## config.mk

```make
export PLATFORM = sky130hd
export DESIGN_NAME = gyro_bias_calibrator_flat
export DESIGN_NICKNAME = d
export VERILOG_FILES = /design/src/rtl/gbc_pkg.sv /design/src/rtl/gbc_in_if.sv /design/src/rtl/gbc_out_if.sv /design/src/rtl/gbc_ctrl.sv /design/src/rtl/gbc_dpath.sv /design/src/rtl/gbc_outq.sv /design/src/rtl/gyro_bias_calibrator.sv /design/src/flat_wrapper.sv
export SDC_FILE = /design/constraint.sdc
export NUM_CORES = 1
export LEC_CHECK = 0
export ABC_AREA = 1
export BUFFER_PORTS_ARGS = -buffer_cell sky130_fd_sc_hd__buf_2
export CAP_MARGIN = 15
export CORE_MARGIN = 1
export CORE_UTILIZATION = 40
export CTS_CLUSTER_DIAMETER = 100
export DETAILED_ROUTE_END_ITERATION = 10
export PLACE_DENSITY = 0.67
export SLEW_MARGIN = 0
export SYNTH_ARGS = -nofsm -noshare
export SYNTH_HDL_FRONTEND = slang
export SYNTH_SLANG_ARGS = --single-unit
export TNS_END_PERCENT = 10
```

## constraint.sdc

```tcl
create_clock -name clk -period 6.4 [get_ports clk]
set_clock_uncertainty 0.15 [all_clocks]
set_input_delay 1.28 -clock clk [delete_from_list [all_inputs] [get_ports clk]]
set_output_delay 1.28 -clock clk [all_outputs]
set_load 0.005 [all_outputs]
```

## src/rtl/gbc_pkg.sv

```systemverilog
`default_nettype none
package gbc_pkg;

	localparam int SAMPLE_BITS_DEF = 16;
	localparam int COUNT_BITS_DEF  = 10;

	localparam int LIMIT_BITS   = 15;
	localparam int TARGET_BITS  = 10;
	localparam int TIME_BITS    = 16;
	localparam int REJ_BITS     = 16;
	localparam int CFG_BITS     = 16;
	localparam int CFG_IDX_BITS = 2;
	localparam int KIND_BITS    = 2;

	localparam logic [LIMIT_BITS-1:0]  LIMIT_RST   = LIMIT_BITS'(229);
	localparam logic [TARGET_BITS-1:0] TARGET_RST  = TARGET_BITS'(300);
	localparam logic [TIME_BITS-1:0]   TIMEOUT_RST = TIME_BITS'(5000);
	localparam logic [TIME_BITS-1:0]   SETTLE_RST  = TIME_BITS'(300);

	typedef enum logic [CFG_IDX_BITS-1:0] {
		REG_STILL_LIMIT  = 2'd0,
		REG_TARGET_COUNT = 2'd1,
		REG_TIMEOUT      = 2'd2,
		REG_SETTLE       = 2'd3
	} cfg_reg_t;

	typedef enum logic [KIND_BITS-1:0] {
		KIND_START  = 2'd0,
		KIND_SAMPLE = 2'd1,
		KIND_TICK   = 2'd2
	} kind_t;

	localparam logic REPORT_CAL    = 1'b0;
	localparam logic REPORT_SAMPLE = 1'b1;

	typedef struct packed {
		logic clear;
		logic tick_inc;
		logic tick_clr;
		logic accum;
		logic reject;
		logic div_start;
		logic emit_sample;
		logic emit_report;
	} gbc_cmd_t;

	typedef struct packed {
		logic settle_zero;
		logic settle_hit;
		logic timeout_hit;
		logic still;
		logic target_hit;
		logic div_done;
	} gbc_stat_t;

endpackage
`default_nettype wire

```

## src/rtl/gbc_in_if.sv

```systemverilog
`default_nettype none
interface gbc_in_if #(
	parameter int SAMPLE_BITS = 16
);
	logic                          valid;
	logic                          ready;
	logic [1:0]                    kind;
	logic signed [SAMPLE_BITS-1:0] rate_x;
	logic signed [SAMPLE_BITS-1:0] rate_y;
	logic signed [SAMPLE_BITS-1:0] rate_z;

	modport source (output valid, kind, rate_x, rate_y, rate_z, input ready);
	modport sink (input valid, kind, rate_x, rate_y, rate_z, output ready);
endinterface
`default_nettype wire

```

## src/rtl/gbc_out_if.sv

```systemverilog
`default_nettype none
interface gbc_out_if #(
	parameter int SAMPLE_BITS = 16,
	parameter int COUNT_BITS  = 10
);
	logic                          valid;
	logic                          ready;
	logic                          report_kind;
	logic signed [SAMPLE_BITS-1:0] value_x;
	logic signed [SAMPLE_BITS-1:0] value_y;
	logic signed [SAMPLE_BITS-1:0] value_z;
	logic [COUNT_BITS-1:0]         accepted_count;
	logic [15:0]                   rejected_count;
	logic                          bias_valid;

	modport source (output valid, report_kind, value_x, value_y, value_z,
		accepted_count, rejected_count, bias_valid, input ready);
	modport sink (input valid, report_kind, value_x, value_y, value_z,
		accepted_count, rejected_count, bias_valid, output ready);
endinterface
`default_nettype wire

```

## src/rtl/gbc_ctrl.sv

```systemverilog
`default_nettype none
module gbc_ctrl
	import gbc_pkg::*;
(
	input  wire logic                 clk,
	input  wire logic                 arst_n,
	input  wire logic                 in_valid,
	input  wire logic [KIND_BITS-1:0] kind,
	input  wire logic                 q_full,
	input  wire gbc_stat_t            st,
	output logic                      in_ready,
	output gbc_cmd_t                  cmd
);

	typedef enum logic [5:0] {
		ST_IDLE    = 6'b000001,
		ST_SETTLE  = 6'b000010,
		ST_COLLECT = 6'b000100,
		ST_PREP    = 6'b001000,
		ST_DIVIDE  = 6'b010000,
		ST_REPORT  = 6'b100000
	} state_t;

	state_t state_q, state_d;
	logic   accept;

	always_comb begin
		cmd      = '0;
		state_d  = state_q;
		in_ready = 1'b0;
		accept   = 1'b0;
		unique case (state_q)
			ST_IDLE, ST_SETTLE, ST_COLLECT: begin
				in_ready = !q_full;
				accept   = in_valid && !q_full;
				if (accept) begin
					unique case (kind)
						KIND_START: begin
							cmd.clear = 1'b1;
							state_d   = st.settle_zero ? ST_COLLECT : ST_SETTLE;
						end
						KIND_TICK: begin
							if (state_q == ST_SETTLE) begin
								if (st.settle_hit) begin
									cmd.tick_clr = 1'b1;
									state_d      = ST_COLLECT;
								end else begin
									cmd.tick_inc = 1'b1;
								end
							end else if (state_q == ST_COLLECT) begin
								if (st.timeout_hit) begin
									state_d = ST_PREP;
								end else begin
									cmd.tick_inc = 1'b1;
								end
							end
						end
						KIND_SAMPLE: begin
							if (state_q == ST_IDLE) begin
								cmd.emit_sample = 1'b1;
							end else if (state_q == ST_COLLECT) begin
								if (!st.still) begin
									cmd.reject = 1'b1;
								end else begin
									cmd.accum = 1'b1;
									if (st.target_hit) begin
										state_d = ST_PREP;
									end
								end
							end
						end
						default: ;
					endcase
				end
			end
			ST_PREP: begin
				cmd.div_start = 1'b1;
				cmd.tick_clr  = 1'b1;
				state_d       = ST_DIVIDE;
			end
			ST_DIVIDE: begin
				if (st.div_done) begin
					state_d = ST_REPORT;
				end
			end
			ST_REPORT: begin
				cmd.emit_report = 1'b1;
				state_d         = ST_IDLE;
			end
			default: state_d = ST_IDLE;
		endcase
	end

	always_ff @(posedge clk or negedge arst_n) begin
		if (!arst_n) begin
			state_q <= ST_IDLE;
		end else begin
			state_q <= state_d;
		end
	end

`ifndef NO_ASSERTIONS
	a_done_in_divide: assert property (@(posedge clk) disable iff (!arst_n)
		st.div_done |-> state_q == ST_DIVIDE)
		else $error("divider finished outside the divide state");
	a_report_after_done: assert property (@(posedge clk) disable iff (!arst_n)
		state_q == ST_REPORT |-> $past(st.div_done))
		else $error("report issued without a finished division");
`endif

endmodule
`default_nettype wire

```

## src/rtl/gbc_dpath.sv

```systemverilog
`default_nettype none
module gbc_dpath
	import gbc_pkg::*;
#(
	parameter int SAMPLE_BITS = SAMPLE_BITS_DEF,
	parameter int COUNT_BITS  = COUNT_BITS_DEF
) (
	input  wire logic                          clk,
	input  wire logic                          arst_n,
	input  wire logic                          wr_en,
	input  wire logic [CFG_IDX_BITS-1:0]       wr_index,
	input  wire logic [CFG_BITS-1:0]           wr_data,
	input  wire logic signed [SAMPLE_BITS-1:0] rate_x,
	input  wire logic signed [SAMPLE_BITS-1:0] rate_y,
	input  wire logic signed [SAMPLE_BITS-1:0] rate_z,
	input  wire gbc_cmd_t                      cmd,
	output gbc_stat_t                          st,
	output logic                               res_report_kind,
	output logic signed [SAMPLE_BITS-1:0]      res_x,
	output logic signed [SAMPLE_BITS-1:0]      res_y,
	output logic signed [SAMPLE_BITS-1:0]      res_z,
	output logic [COUNT_BITS-1:0]              res_acc,
	output logic [REJ_BITS-1:0]                res_rej,
	output logic                               res_valid
);

	localparam int SUM_BITS  = SAMPLE_BITS + COUNT_BITS;
	localparam int CMP_BITS  = (SAMPLE_BITS > LIMIT_BITS) ? SAMPLE_BITS : LIMIT_BITS;
	localparam int TGT_BITS  = ((COUNT_BITS > TARGET_BITS) ? COUNT_BITS : TARGET_BITS) + 2;
	localparam int STEP_BITS = $clog2(SUM_BITS);

	localparam logic [COUNT_BITS-1:0]       ACC_MAX  = {COUNT_BITS{1'b1}};
	localparam logic [REJ_BITS-1:0]         REJ_MAX  = {REJ_BITS{1'b1}};
	localparam logic [STEP_BITS-1:0]        STEP_END = STEP_BITS'(SUM_BITS - 1);
	localparam logic signed [SAMPLE_BITS-1:0] VAL_MAX = {1'b0, {(SAMPLE_BITS-1){1'b1}}};
	localparam logic signed [SAMPLE_BITS-1:0] VAL_MIN = {1'b1, {(SAMPLE_BITS-1){1'b0}}};
	localparam logic [SUM_BITS-1:0]         HALF     = SUM_BITS'(1) << (SAMPLE_BITS - 1);

	logic [LIMIT_BITS-1:0]  still_limit_q;
	logic [TARGET_BITS-1:0] target_q;
	logic [TIME_BITS-1:0]   timeout_q;
	logic [TIME_BITS-1:0]   settle_q;

	logic [TIME_BITS-1:0]          tick_q;
	logic signed [SUM_BITS-1:0]    sums_q [3];
	logic [COUNT_BITS-1:0]         acc_q;
	logic [REJ_BITS-1:0]           rej_q;
	logic signed [SAMPLE_BITS-1:0] bias_q [3];
	logic                          valid_q;

	logic                   busy_q;
	logic [1:0]             ax_q;
	logic [STEP_BITS-1:0]   step_q;
	logic [SUM_BITS-1:0]    dq_q;
	logic [COUNT_BITS-1:0]  rem_q;
	logic                   neg_q;

	logic signed [SAMPLE_BITS-1:0] rate [3];
	logic [SAMPLE_BITS-1:0]        mag [3];
	logic signed [SAMPLE_BITS-1:0] corr [3];
	logic [2:0]                    axis_still;
	logic [TIME_BITS-1:0]          tick_n;
	logic [COUNT_BITS-1:0]         acc_n;
	logic [TGT_BITS-1:0]           thr;

	logic [1:0]                    load_ax;
	logic signed [SUM_BITS-1:0]    load_sum;
	logic                          load_neg;
	logic [SUM_BITS-1:0]           load_dq;
	logic [COUNT_BITS:0]           rem_sh;
	logic                          q_bit;
	logic [COUNT_BITS-1:0]         rem_n;
	logic [SUM_BITS-1:0]           dq_n;
	logic signed [SAMPLE_BITS-1:0] bias_new;
	logic                          last_step;

	assign rate[0] = rate_x;
	assign rate[1] = rate_y;
	assign rate[2] = rate_z;

	always_comb begin
		logic signed [SAMPLE_BITS:0] diff;
		for (int i = 0; i < 3; i++) begin
			mag[i] = rate[i][SAMPLE_BITS-1] ? SAMPLE_BITS'(-rate[i]) : SAMPLE_BITS'(rate[i]);
			axis_still[i] = CMP_BITS'(mag[i]) <= CMP_BITS'(still_limit_q);
			diff = (SAMPLE_BITS+1)'(rate[i]) - (SAMPLE_BITS+1)'(bias_q[i]);
			if (diff[SAMPLE_BITS] != diff[SAMPLE_BITS-1]) begin
				corr[i] = diff[SAMPLE_BITS] ? VAL_MIN : VAL_MAX;
			end else begin
				corr[i] = diff[SAMPLE_BITS-1:0];
			end
		end
	end

	assign tick_n = tick_q + TIME_BITS'(1);
	assign acc_n  = (acc_q == ACC_MAX) ? acc_q : acc_q + COUNT_BITS'(1);
	assign thr    = (TGT_BITS'(acc_q) << 1) + TGT_BITS'(acc_q) + TGT_BITS'(2);

	// restoring divider, one quotient bit a cycle
	assign load_ax  = cmd.div_start ? 2'd0 : ax_q + 2'd1;
	assign load_sum = sums_q[load_ax];
	assign load_neg = load_sum[SUM_BITS-1];
	assign load_dq  = (load_neg ? SUM_BITS'(-load_sum) : SUM_BITS'(load_sum))
		+ SUM_BITS'(acc_q >> 1);
	assign rem_sh   = {rem_q, dq_q[SUM_BITS-1]};
	assign q_bit    = rem_sh >= {1'b0, acc_q};
	assign rem_n    = q_bit ? COUNT_BITS'(rem_sh - {1'b0, acc_q}) : rem_sh[COUNT_BITS-1:0];
	assign dq_n     = {dq_q[SUM_BITS-2:0], q_bit};
	assign last_step = busy_q && step_q == STEP_END;

	always_comb begin
		if (!valid_q) begin
			bias_new = '0;
		end else if (!neg_q) begin
			bias_new = (|dq_n[SUM_BITS-1:SAMPLE_BITS-1]) ? VAL_MAX : dq_n[SAMPLE_BITS-1:0];
		end else begin
			bias_new = (dq_n > HALF) ? VAL_MIN : SAMPLE_BITS'(-dq_n[SAMPLE_BITS-1:0]);
		end
	end

	always_comb begin
		st.settle_zero = settle_q == '0;
		st.settle_hit  = tick_n >= settle_q;
		st.timeout_hit = tick_n >= timeout_q;
		st.still       = &axis_still;
		st.target_hit  = (TGT_BITS'(acc_n) >= TGT_BITS'(target_q)) || (acc_n == ACC_MAX);
		st.div_done    = last_step && ax_q == 2'd2;
	end

	always_ff @(posedge clk or negedge arst_n) begin
		if (!arst_n) begin
			still_limit_q <= LIMIT_RST;
			target_q      <= TARGET_RST;
			timeout_q     <= TIMEOUT_RST;
			settle_q      <= SETTLE_RST;
		end else if (wr_en) begin
			unique case (wr_index)
				REG_STILL_LIMIT:  still_limit_q <= wr_data[LIMIT_BITS-1:0];
				REG_TARGET_COUNT: target_q      <= wr_data[TARGET_BITS-1:0];
				REG_TIMEOUT:      timeout_q     <= wr_data[TIME_BITS-1:0];
				REG_SETTLE:       settle_q      <= wr_data[TIME_BITS-1:0];
			endcase
		end
	end

	always_ff @(posedge clk or negedge arst_n) begin
		if (!arst_n) begin
			tick_q  <= '0;
			acc_q   <= '0;
			rej_q   <= '0;
			valid_q <= 1'b0;
			for (int i = 0; i < 3; i++) begin
				sums_q[i] <= '0;
				bias_q[i] <= '0;
			end
		end else begin
			if (cmd.clear || cmd.tick_clr) begin
				tick_q <= '0;
			end else if (cmd.tick_inc) begin
				tick_q <= tick_n;
			end
			if (cmd.clear) begin
				acc_q <= '0;
				rej_q <= '0;
				for (int i = 0; i < 3; i++) begin
					sums_q[i] <= '0;
				end
			end else begin
				if (cmd.accum && acc_q != ACC_MAX) begin
					acc_q <= acc_n;
					for (int i = 0; i < 3; i++) begin
						sums_q[i] <= sums_q[i] + SUM_BITS'(rate[i]);
					end
				end
				if (cmd.reject && rej_q != REJ_MAX) begin
					rej_q <= rej_q + REJ_BITS'(1);
				end
			end
			if (cmd.div_start) begin
				valid_q <= (acc_q != '0) && (thr >= TGT_BITS'(target_q));
			end
			if (last_step) begin
				bias_q[ax_q] <= bias_new;
			end
		end
	end

	always_ff @(posedge clk or negedge arst_n) begin
		if (!arst_n) begin
			busy_q <= 1'b0;
			ax_q   <= '0;
			step_q <= '0;
		end else if (cmd.div_start) begin
			busy_q <= 1'b1;
			ax_q   <= '0;
			step_q <= '0;
		end else if (busy_q) begin
			if (last_step) begin
				step_q <= '0;
				if (ax_q == 2'd2) begin
					busy_q <= 1'b0;
				end else begin
					ax_q <= load_ax;
				end
			end else begin
				step_q <= step_q + STEP_BITS'(1);
			end
		end
	end

	always_ff @(posedge clk) begin
		if (cmd.div_start || (last_step && ax_q != 2'd2)) begin
			dq_q  <= load_dq;
			rem_q <= '0;
			neg_q <= load_neg;
		end else if (busy_q) begin
			dq_q  <= dq_n;
			rem_q <= rem_n;
		end
	end

	always_comb begin
		res_report_kind = cmd.emit_report ? REPORT_CAL : REPORT_SAMPLE;
		if (cmd.emit_report) begin
			res_x = bias_q[0];
			res_y = bias_q[1];
			res_z = bias_q[2];
		end else begin
			res_x = corr[0];
			res_y = corr[1];
			res_z = corr[2];
		end
		res_acc   = acc_q;
		res_rej   = rej_q;
		res_valid = valid_q;
	end

endmodule
`default_nettype wire

```

## src/rtl/gbc_outq.sv

```systemverilog
`default_nettype none
module gbc_outq #(
	parameter int W = 8
) (
	input  wire logic         clk,
	input  wire logic         arst_n,
	input  wire logic         push,
	input  wire logic [W-1:0] push_data,
	output logic              full,
	output logic              out_valid,
	input  wire logic         out_ready,
	output logic [W-1:0]      out_data
);

	logic         v0_q, v1_q, v0_d, v1_d, pop;
	logic [W-1:0] head_q, skid_q, head_d, skid_d;

	assign pop       = v0_q && out_ready;
	assign full      = v1_q;
	assign out_valid = v0_q;
	assign out_data  = head_q;

	always_comb begin
		v0_d   = v0_q;
		v1_d   = v1_q;
		head_d = head_q;
		skid_d = skid_q;
		if (pop) begin
			head_d = skid_q;
			v0_d   = v1_q;
			v1_d   = 1'b0;
		end
		if (push) begin
			if (!v0_d) begin
				head_d = push_data;
				v0_d   = 1'b1;
			end else begin
				skid_d = push_data;
				v1_d   = 1'b1;
			end
		end
	end

	always_ff @(posedge clk or negedge arst_n) begin
		if (!arst_n) begin
			v0_q <= 1'b0;
			v1_q <= 1'b0;
		end else begin
			v0_q <= v0_d;
			v1_q <= v1_d;
		end
	end

	always_ff @(posedge clk) begin
		head_q <= head_d;
		skid_q <= skid_d;
	end

`ifndef NO_ASSERTIONS
	a_no_overflow: assert property (@(posedge clk) disable iff (!arst_n)
		push |-> !v1_q)
		else $error("result pushed into a full queue");
	a_skid_behind_head: assert property (@(posedge clk) disable iff (!arst_n)
		v1_q |-> v0_q)
		else $error("skid entry held without a head entry");
`endif

endmodule
`default_nettype wire

```

## src/rtl/gyro_bias_calibrator.sv

```systemverilog
`default_nettype none
// Zero-rate bias calibration and correction for a three-axis gyro. Items on the
// input channel are a start, a raw sample or a millisecond tick; the input is
// ready unless the output queue is full or a calibration is ending. A start
// waits settle_ms ticks, then averages still samples until target_count are
// gathered or timeout_ms ticks pass, and reports the biases. Outside calibration
// each sample comes back with the bias removed, saturated. Ending a calibration
// holds the input off while the three averages go through one shared restoring
// divider that yields one quotient bit per cycle. Results leave through a
// two-entry output queue, so input items keep flowing while one result waits.
module gyro_bias_calibrator
	import gbc_pkg::*;
#(
	parameter int SAMPLE_BITS = SAMPLE_BITS_DEF,
	parameter int COUNT_BITS  = COUNT_BITS_DEF
) (
	input  wire logic                    clk,
	input  wire logic                    arst_n,
	input  wire logic                    wr_en,
	input  wire logic [CFG_IDX_BITS-1:0] wr_index,
	input  wire logic [CFG_BITS-1:0]     wr_data,
	gbc_in_if.sink                       samples,
	gbc_out_if.source                    results
);

	localparam int RES_BITS = 1 + 3 * SAMPLE_BITS + COUNT_BITS + REJ_BITS + 1;

	gbc_cmd_t  cmd;
	gbc_stat_t st;
	logic      q_full;
	logic      push;

	logic                          res_report_kind;
	logic signed [SAMPLE_BITS-1:0] res_x, res_y, res_z;
	logic [COUNT_BITS-1:0]         res_acc;
	logic [REJ_BITS-1:0]           res_rej;
	logic                          res_valid;
	logic [RES_BITS-1:0]           q_data;

	gbc_ctrl u_ctrl (
		.clk      (clk),
		.arst_n   (arst_n),
		.in_valid (samples.valid),
		.kind     (samples.kind),
		.q_full   (q_full),
		.st       (st),
		.in_ready (samples.ready),
		.cmd      (cmd)
	);

	gbc_dpath #(
		.SAMPLE_BITS (SAMPLE_BITS),
		.COUNT_BITS  (COUNT_BITS)
	) u_dpath (
		.clk             (clk),
		.arst_n          (arst_n),
		.wr_en           (wr_en),
		.wr_index        (wr_index),
		.wr_data         (wr_data),
		.rate_x          (samples.rate_x),
		.rate_y          (samples.rate_y),
		.rate_z          (samples.rate_z),
		.cmd             (cmd),
		.st              (st),
		.res_report_kind (res_report_kind),
		.res_x           (res_x),
		.res_y           (res_y),
		.res_z           (res_z),
		.res_acc         (res_acc),
		.res_rej         (res_rej),
		.res_valid       (res_valid)
	);

	assign push = cmd.emit_sample || cmd.emit_report;

	gbc_outq #(
		.W (RES_BITS)
	) u_outq (
		.clk       (clk),
		.arst_n    (arst_n),
		.push      (push),
		.push_data ({res_report_kind, res_x, res_y, res_z, res_acc, res_rej, res_valid}),
		.full      (q_full),
		.out_valid (results.valid),
		.out_ready (results.ready),
		.out_data  (q_data)
	);

	assign {results.report_kind, results.value_x, results.value_y, results.value_z,
		results.accepted_count, results.rejected_count, results.bias_valid} = q_data;

endmodule
`default_nettype wire

```

## src/flat_wrapper.sv

```systemverilog
// flat-port wrapper written by rule: the top's interface ports become plain ports
module gyro_bias_calibrator_flat import gbc_pkg::*;
#(
	parameter int SAMPLE_BITS = SAMPLE_BITS_DEF,
	parameter int COUNT_BITS  = COUNT_BITS_DEF
)
  (clk, arst_n, wr_en, wr_index, wr_data, samples_valid, samples_kind, samples_rate_x, samples_rate_y, samples_rate_z, samples_ready, results_valid, results_report_kind, results_value_x, results_value_y, results_value_z, results_accepted_count, results_rejected_count, results_bias_valid, results_ready);
  gbc_in_if #(.SAMPLE_BITS(SAMPLE_BITS)) samples_i ();
  gbc_out_if #(.SAMPLE_BITS(SAMPLE_BITS), .COUNT_BITS(COUNT_BITS)) results_i ();
  input  wire logic clk;
  input  wire logic arst_n;
  input  wire logic wr_en;
  input  wire logic [CFG_IDX_BITS-1:0] wr_index;
  input  wire logic [CFG_BITS-1:0] wr_data;
  input wire logic [$bits(samples_i.valid)-1:0] samples_valid;
  input wire logic [$bits(samples_i.kind)-1:0] samples_kind;
  input wire logic [$bits(samples_i.rate_x)-1:0] samples_rate_x;
  input wire logic [$bits(samples_i.rate_y)-1:0] samples_rate_y;
  input wire logic [$bits(samples_i.rate_z)-1:0] samples_rate_z;
  output wire logic [$bits(samples_i.ready)-1:0] samples_ready;
  output wire logic [$bits(results_i.valid)-1:0] results_valid;
  output wire logic [$bits(results_i.report_kind)-1:0] results_report_kind;
  output wire logic [$bits(results_i.value_x)-1:0] results_value_x;
  output wire logic [$bits(results_i.value_y)-1:0] results_value_y;
  output wire logic [$bits(results_i.value_z)-1:0] results_value_z;
  output wire logic [$bits(results_i.accepted_count)-1:0] results_accepted_count;
  output wire logic [$bits(results_i.rejected_count)-1:0] results_rejected_count;
  output wire logic [$bits(results_i.bias_valid)-1:0] results_bias_valid;
  input wire logic [$bits(results_i.ready)-1:0] results_ready;
  assign samples_i.valid = samples_valid;
  assign samples_i.kind = samples_kind;
  assign samples_i.rate_x = samples_rate_x;
  assign samples_i.rate_y = samples_rate_y;
  assign samples_i.rate_z = samples_rate_z;
  assign samples_ready = samples_i.ready;
  assign results_valid = results_i.valid;
  assign results_report_kind = results_i.report_kind;
  assign results_value_x = results_i.value_x;
  assign results_value_y = results_i.value_y;
  assign results_value_z = results_i.value_z;
  assign results_accepted_count = results_i.accepted_count;
  assign results_rejected_count = results_i.rejected_count;
  assign results_bias_valid = results_i.bias_valid;
  assign results_i.ready = results_ready;
  gyro_bias_calibrator #(.SAMPLE_BITS(SAMPLE_BITS), .COUNT_BITS(COUNT_BITS)) u_core (.clk(clk), .arst_n(arst_n), .wr_en(wr_en), .wr_index(wr_index), .wr_data(wr_data), .samples(samples_i), .results(results_i));
endmodule
```

Yosys cells after proc, flatten, opt, wreduce, memory -nomap -nowiden. Index checks and enable logic that the tools add are counted.

Word-level logic and storage cells: 218. Output and inout port bits: 78. Register bits: 431.

Bitwise logic cells: 2. Reduce and logical (&&, ||, !) cells: 34. Muxes and demuxes: 93. Order comparisons: 12. Equal/unequal tests: 32. $add $sub $neg: 20.

Operators by type and width (count): two-way mux 16 bit (21); two-way mux 76 bit (3); two-way mux 78 bit (2); two-way mux 26 bit (5); adder 26 x 16 -> 26 bit (3); negation 16 bit (4); two-way mux 6 bit (10); binary-select mux 26 bit (select 2 bit) (1); subtractor 16 x 16 -> 17 bit (3); bitwise mux 48 bit (1); <= comparator 16 x 15 -> 1 bit (3); two-way mux 10 bit (4); case mux 6 bit (3 select lines) (2); adder 16 x 1 -> 16 bit (second input constant) (2); demux 16 bit (select 2 bit) (1); greater-or-equal comparator 16 bit (2); adder 26 x 9 -> 26 bit (1); greater-than comparator 26 x 16 -> 1 bit (second input constant) (1); two-way mux 1 bit (26); negation 26 bit (1); two-way mux 2 bit (11); equality test 10 bit (second input constant) (2); two-way mux 5 bit (4); logical NOT 16 bit (1); 44 further kinds (79).

Depth between registers and ports, before layout.
Depth in word-level cells: 13. Depth in mapped cells: 31.

Hierarchy. Synthesis repeated with hierarchy kept, for this count alone.

Cell total of the unflattened synthesis: 4240. Area total of the unflattened synthesis: 31226.2 µm².

Modules (own cells, without submodules): gbc_dpath (cells an instance 3467, sequential area each 6889.1 µm², times used 1, area each 24463.5 µm²); gbc_outq (cells an instance 671, sequential area each 3853.7 µm², times used 1, area each 6088.3 µm²); gbc_ctrl (cells an instance 99, sequential area each 151.4 µm², times used 1, area each 663.1 µm²); gyro_bias_calibrator (cells an instance 3, sequential area each 0.0 µm², times used 1, area each 11.3 µm²).

Worst setup path before layout. No wires, ideal clock.

Kind: input -> register. From: in samples_kind[1]. To: reg u_core.u_outq.skid_q[0] (enable). Library setup time: 511 ps. Cell stages on the path: 4. Data arrival time: 4880 ps. Path buffers: 0. Slack: 859 ps. Required time: 5739 ps. Cells stage by stage: inv_1 > ha_1 > a31oi_1 > nor2_1.

Cells in the longest elaborated chain, start to end: 6.

RTL lines: start: declaration (RTL line flat_wrapper.sv:16) `input wire logic [$bits(samples_i.kind)-1:0] samples_kind;`; equality test 2 x 1 -> 1 bit (RTL line gbc_ctrl.sv:37) `unique case (kind)`; two-way mux 1 bit (RTL line gbc_ctrl.sv:37); two-way mux 1 bit (RTL line gbc_ctrl.sv:36) `if (accept) begin`; two-way mux 1 bit (RTL line gbc_ctrl.sv:32) `unique case (state_q)`; logical OR 1 bit (RTL line gyro_bias_calibrator.sv:74) `assign push = cmd.emit_sample || cmd.emit_report;`; AND reduction 2 bit (no source line); end signal: assignment (RTL line gbc_outq.sv:56) `skid_q <= skid_d;`; end: declaration (RTL line gbc_outq.sv:16) `logic [W-1:0] head_q, skid_q, head_d, skid_d;`.

No other way between the ends. A chain may end at the register's enable or synchronous reset.

Worst setup path in the final report.
From: in samples_rate_y[1]. To: reg u_core.u_dpath.sums_q[15] (netlist name).

Cells in the longest elaborated chain, start to end: 12.

RTL lines: start: declaration (RTL line flat_wrapper.sv:18) `input wire logic [$bits(samples_i.rate_y)-1:0] samples_rate_y;`; negation 16 bit (RTL line gbc_dpath.sv:84) `mag[i] = rate[i][SAMPLE_BITS-1] ? SAMPLE_BITS'(-rate[i]) : SAMPLE_BITS'(rate[i]);`; two-way mux 16 bit (*) (RTL line gbc_dpath.sv:84); <= comparator 16 x 15 -> 1 bit (*) (RTL line gbc_dpath.sv:85) `axis_still[i] = CMP_BITS'(mag[i]) <= CMP_BITS'(still_limit_q);`; AND reduction 3 bit (*) (RTL line gbc_dpath.sv:125) `st.still = &axis_still;`; two-way mux 1 bit (*) (RTL line gbc_ctrl.sv:62) `if (!st.still) begin`; two-way mux 2 bit (*) (RTL line gbc_ctrl.sv:61) `end else if (state_q == ST_COLLECT) begin`; two-way mux 2 bit (*) (RTL line gbc_ctrl.sv:59) `if (state_q == ST_IDLE) begin`; two-way mux 2 bit (*) (RTL line gbc_ctrl.sv:37); two-way mux 5 bit (*) (RTL line gbc_ctrl.sv:36); two-way mux 2 bit (*) (RTL line gbc_ctrl.sv:32); logical AND 1 bit (*) (RTL line gbc_dpath.sv:169) `if (cmd.accum && acc_q != ACC_MAX) begin`; nonzero test 2 bit (no source line) (*); end signal: indexed assignment (RTL line gbc_dpath.sv:172) `sums_q[i] <= sums_q[i] + SUM_BITS'(rate[i]);`; end: declaration (RTL line gbc_dpath.sv:45) `logic signed [SUM_BITS-1:0] sums_q [3];`.

Every way passes the cells marked *; elsewhere a longest branch is shown, timed or not.

==> impl_metrics.tcl <==
set metrics [dict create \
    status "finished clean" \
    synth_top_family_by_area "simple AND/OR/NAND/NOR gates" \
    htree_levels 2 \
    worstSetupEndpointType "flip-flop" \
    holdBufCountCts 0 \
    ys_seq_area_frac 0.356 \
    synth-compound-area-share 0.154 \
    async_reset_ff_frac 0.561 \
    dr.pass1.iters 6 \
    hpwl_um 72700 \
    total_power_w 0.00699 \
    cts_tree "built" \
    rsz0062_at_grt "no" \
    synthMuxAreaShare 0 \
    worst-path-buf-inv 4 \
    grt-ovfl-total 0 \
    synthesis.instances 4078 \
    start_util 0.404 \
    layout_commonest_cell "nand2_1" \
    instances_no_fill 5212 \
    dp_slack_ns 0.278 \
    layout_common_cells "nand2_1, inv_1, o21ai_0" \
    drt_iter0_drc 2251 \
    critPathKind "input pin to flip-flop" \
    post-route-period-util 0.870 \
    arrival_ns 5.92 \
    vias_per_cell 5.37 \
    p_sw_w 0.00194 \
    ys.warnings.count 0 \
    finalHoldViolCount 0 \
    routed_wl_um 95400 \
    rows 101 \
    fin_ws_ns 0.835 \
    path_cells "buf_2 > inv_1 > ha_1 > nand2_1 > nor3_1 > nand2_1 > nor3_1 > a21oi_1 > xor2_1 > ha_1 > inv_1 > nor3_1 > nor3b_1 > nand4_1 > a211oi_1 > nand4_1 > nor2_4 > buf_12 > nand2_1 > o21ai_0" \
    maxSlewHeadroom 0.224 \
    grt_usage 0.244 \
    grt_first_pass_wirelength_um 149000 \
    drc 0 \
    ios 151 \
    die_x_um 279 \
    antenna_found_initial 6 \
    start_kind "input pin" \
    synth-edff-count 103 \
    drive_gt1_frac 0.0863 \
    combinationalPowerShare 0.135 \
    power_density_nw_per_um2 205 \
    synthesis.nets 4439 \
    max-vdd-ir-drop_mv 0.229 \
    fmax_ghz 0.180 \
    maxCapViolCount 0 \
    critPathSlowestCell "a211oi_1" \
    portBuffers 150 \
    yosys.area_share.simple 0.239 \
    path_clk_slew_ns 0.06 \
    place.gp.congestion 0.962 \
    setup_viol 0 \
    design.core.area_um2 75800 \
    tightest_slew_ns 1.15 \
    min_from "u_core.u_outq.out_data[2]" \
    required_ns 6.75 \
    clockBufferDepth 3 \
    fp.dieH_um 279 \
    dp.cells 5108 \
    internal_power_w 0.00505 \
    clockPowerShare 0.447 \
    drv_slew 0 \
    clock_latency_ns 0.62 \
    synth_ff_type "dfrtp_1" \
    synth.distinct_cells 55 \
    cp-startpoint "samples_rate_y[1]" \
    vias 28000 \
    fin_tns_setup_ns 0 \
    numCtsBuffers 52 \
    syn_to_final_growth_pct 11.7 \
    grt_max_degree 124 \
    ys_ff_latch 431 \
    synth_fa_ha_area_frac 0.120 \
    netlist_area_um2 30600 \
    drtAntennaViolNets 0 \
    leakage_nw 16.2 \
    nFillCells 7649 \
    crit_family "simple AND/OR/NAND/NOR gates" \
    cts.sinks 431 \
    p_sw_frac 0.278 \
    wl_per_cell_um 18.3 \
    fin_crit_ns 5.56 \
    synth-xor-area-share 0.0538 \
    cts_root_buffer "clkbuf_16" \
    cpPeakStageDelay_ns 0.84 \
    worstReg2RegStart "u_core.u_ctrl.state_q[2]" \
    grt_pass1_vias 26000 \
    hp-class "flip-flop to flip-flop" \
    die_area_um2 77600 \
    cts_resized 0 \
    cp_max_fo 37 \
    post_cts_buffers 0 \
    nNetsFinal 4547 \
    synth.avg_cell_area_um2 7.50 \
    sequentialPowerShare 0.418 \
]
power by group through the flow:
stage / combinational (W) / sequential, W / clock [W]
6_report: 0.000942 / 0.00292 / 0.00313
4_1_cts: 0.000928 / 0.00292 / 0.00318
3_3_place_gp: 0.000909 / 0.00297 / 0
3_5_place_dp: 0.000923 / 0.00297 / 0
5_1_grt: 0.00107 / 0.00293 / 0.00328
2_1_floorplan: 0.000599 / 0.00296 / 0
area by class of cell:
| cell class | instances | area [µm²] | area share |
|---|---|---|---|
| inverter | 481 | 1810 | 0.0529 |
| sequential | 431 | 10900 | 0.319 |
| clock buffer | 65 | 1400 | 0.0410 |
| multi-input combinational | 3035 | 17400 | 0.508 |
| tap | 978 | 1220 | 0.0358 |
| clock inverter | 32 | 405 | 0.0119 |
| antenna | 5 | 12.5 | 0.000366 |
| timing repair buffer | 185 | 1080 | 0.0317 |
logic make-up after synthesis:
kind of cell	after synthesis
xor gates and xnor gates	188
AOI/OAI and AO/OA	847
adders and majority gates	288
and+or+nand+nor	1712
buffers and inverters	612
DFF	431
cell usage after synthesis (6+ instances only):
master	instances	area share
nor2_4	11	0.0040
o211ai_1	11	0.0027
nand3b_1	11	0.0027
a211oi_1	7	0.0017
nor3b_1	6	0.0015
a21oi_1	270	0.044
nor2_1	265	0.033
xor2_1	135	0.039
inv_2	10	0.0012
xnor2_1	53	0.015
nor4_1	14	0.0029
nor3_1	66	0.011
ha_1	279	0.11
o21a_1	7	0.0017
nand4_1	53	0.011
nand2_1	977	0.12
dfrtp_1	223	0.18
nor2_2	7	0.0014
o31ai_1	58	0.014
clkbuf_1	93	0.011
buf_2	20	0.0033
nand2_2	16	0.0033
edfxtp_1	103	0.10
or2_2	8	0.0016
dfxtp_1	86	0.056
o21bai_1	11	0.0027
fa_1	9	0.0059
o22ai_1	10	0.0020
dfstp_2	19	0.016
nand3_1	266	0.044
a21o_1	9	0.0022
o21ai_0	342	0.056
a21boi_0	15	0.0037
inv_1	470	0.058
o21ai_1	16	0.0026
a31oi_1	74	0.015
buf_1	8	0.00098
state kept, by name, summed over array words and instances (netlist names), 26 cells and up:
register                flops
u_core.u_dpath.bias_q      48
u_core.u_dpath.dq_q        26
u_core.u_dpath.sums_q      78
u_core.u_outq.out_data     76
u_core.u_outq.skid_q       76
per-stage QoR:
stage	cell area, µm²	hold WS [ns]	util
final	34200	0.325	0.451
after global routing	34200	0.340	0.451
after CTS	34100	0.329	0.450
after detailed placement	32300	0.318	0.427
after global placement	32300	0.308	0.427
after floorplan	30600	0.297	-
layer usage:
layer,up-vias,track usage,share of wire
li1,13900,-,-
met1,13000,0.337,0.45
met2,886,0.388,0.44
met3,159,0.0328,0.069
met4,2,0.0933,0.038
met5,-,0,0.00015
worst reg2reg max path: stages, from the launching register on:
cell and delay, ns:
dfrtp_1 0.42, nor2_2 0.19, nand3_4 0.25, nand2_4 0.44, inv_4 0.20, nand3_2 0.10, nand2_2 0.13, inv_1 0.09
ha_1 0.16, nand2_1 0.09, nor2_4 0.17, nor2_1 0.07, xor2_1 0.23, inv_1 0.07, ha_1 0.34, nand2_1 0.06
o21ai_0 0.29, inv_1 0.06, o21ai_0 0.23, inv_1 0.09, o21ai_0 0.38, nand3_1 0.22, nor2_4 0.21, nand4_1 0.11
nand3_1 0.13, nand2_1 0.06
worst paths after layout:
kind | depth (start not counted) | slack [ns] | end
worst min register to register | 2 | 0.32 | u_core.u_outq.out_data[2]
max in group asynchronous | 2 | 4.35 | u_core.u_dpath.sums_q[15]
worst max register to register | 25 | 1.18 | u_core.u_dpath.dq_q[23]
worst min-delay path | 2 | 0.32 | u_core.u_outq.out_data[2]
worst max-delay path | 20 | 0.84 | u_core.u_dpath.sums_q[15]
min in group asynchronous | 1 | 0.43 | u_core.u_dpath.sums_q[39]
(Power assumes the default switching activity.)
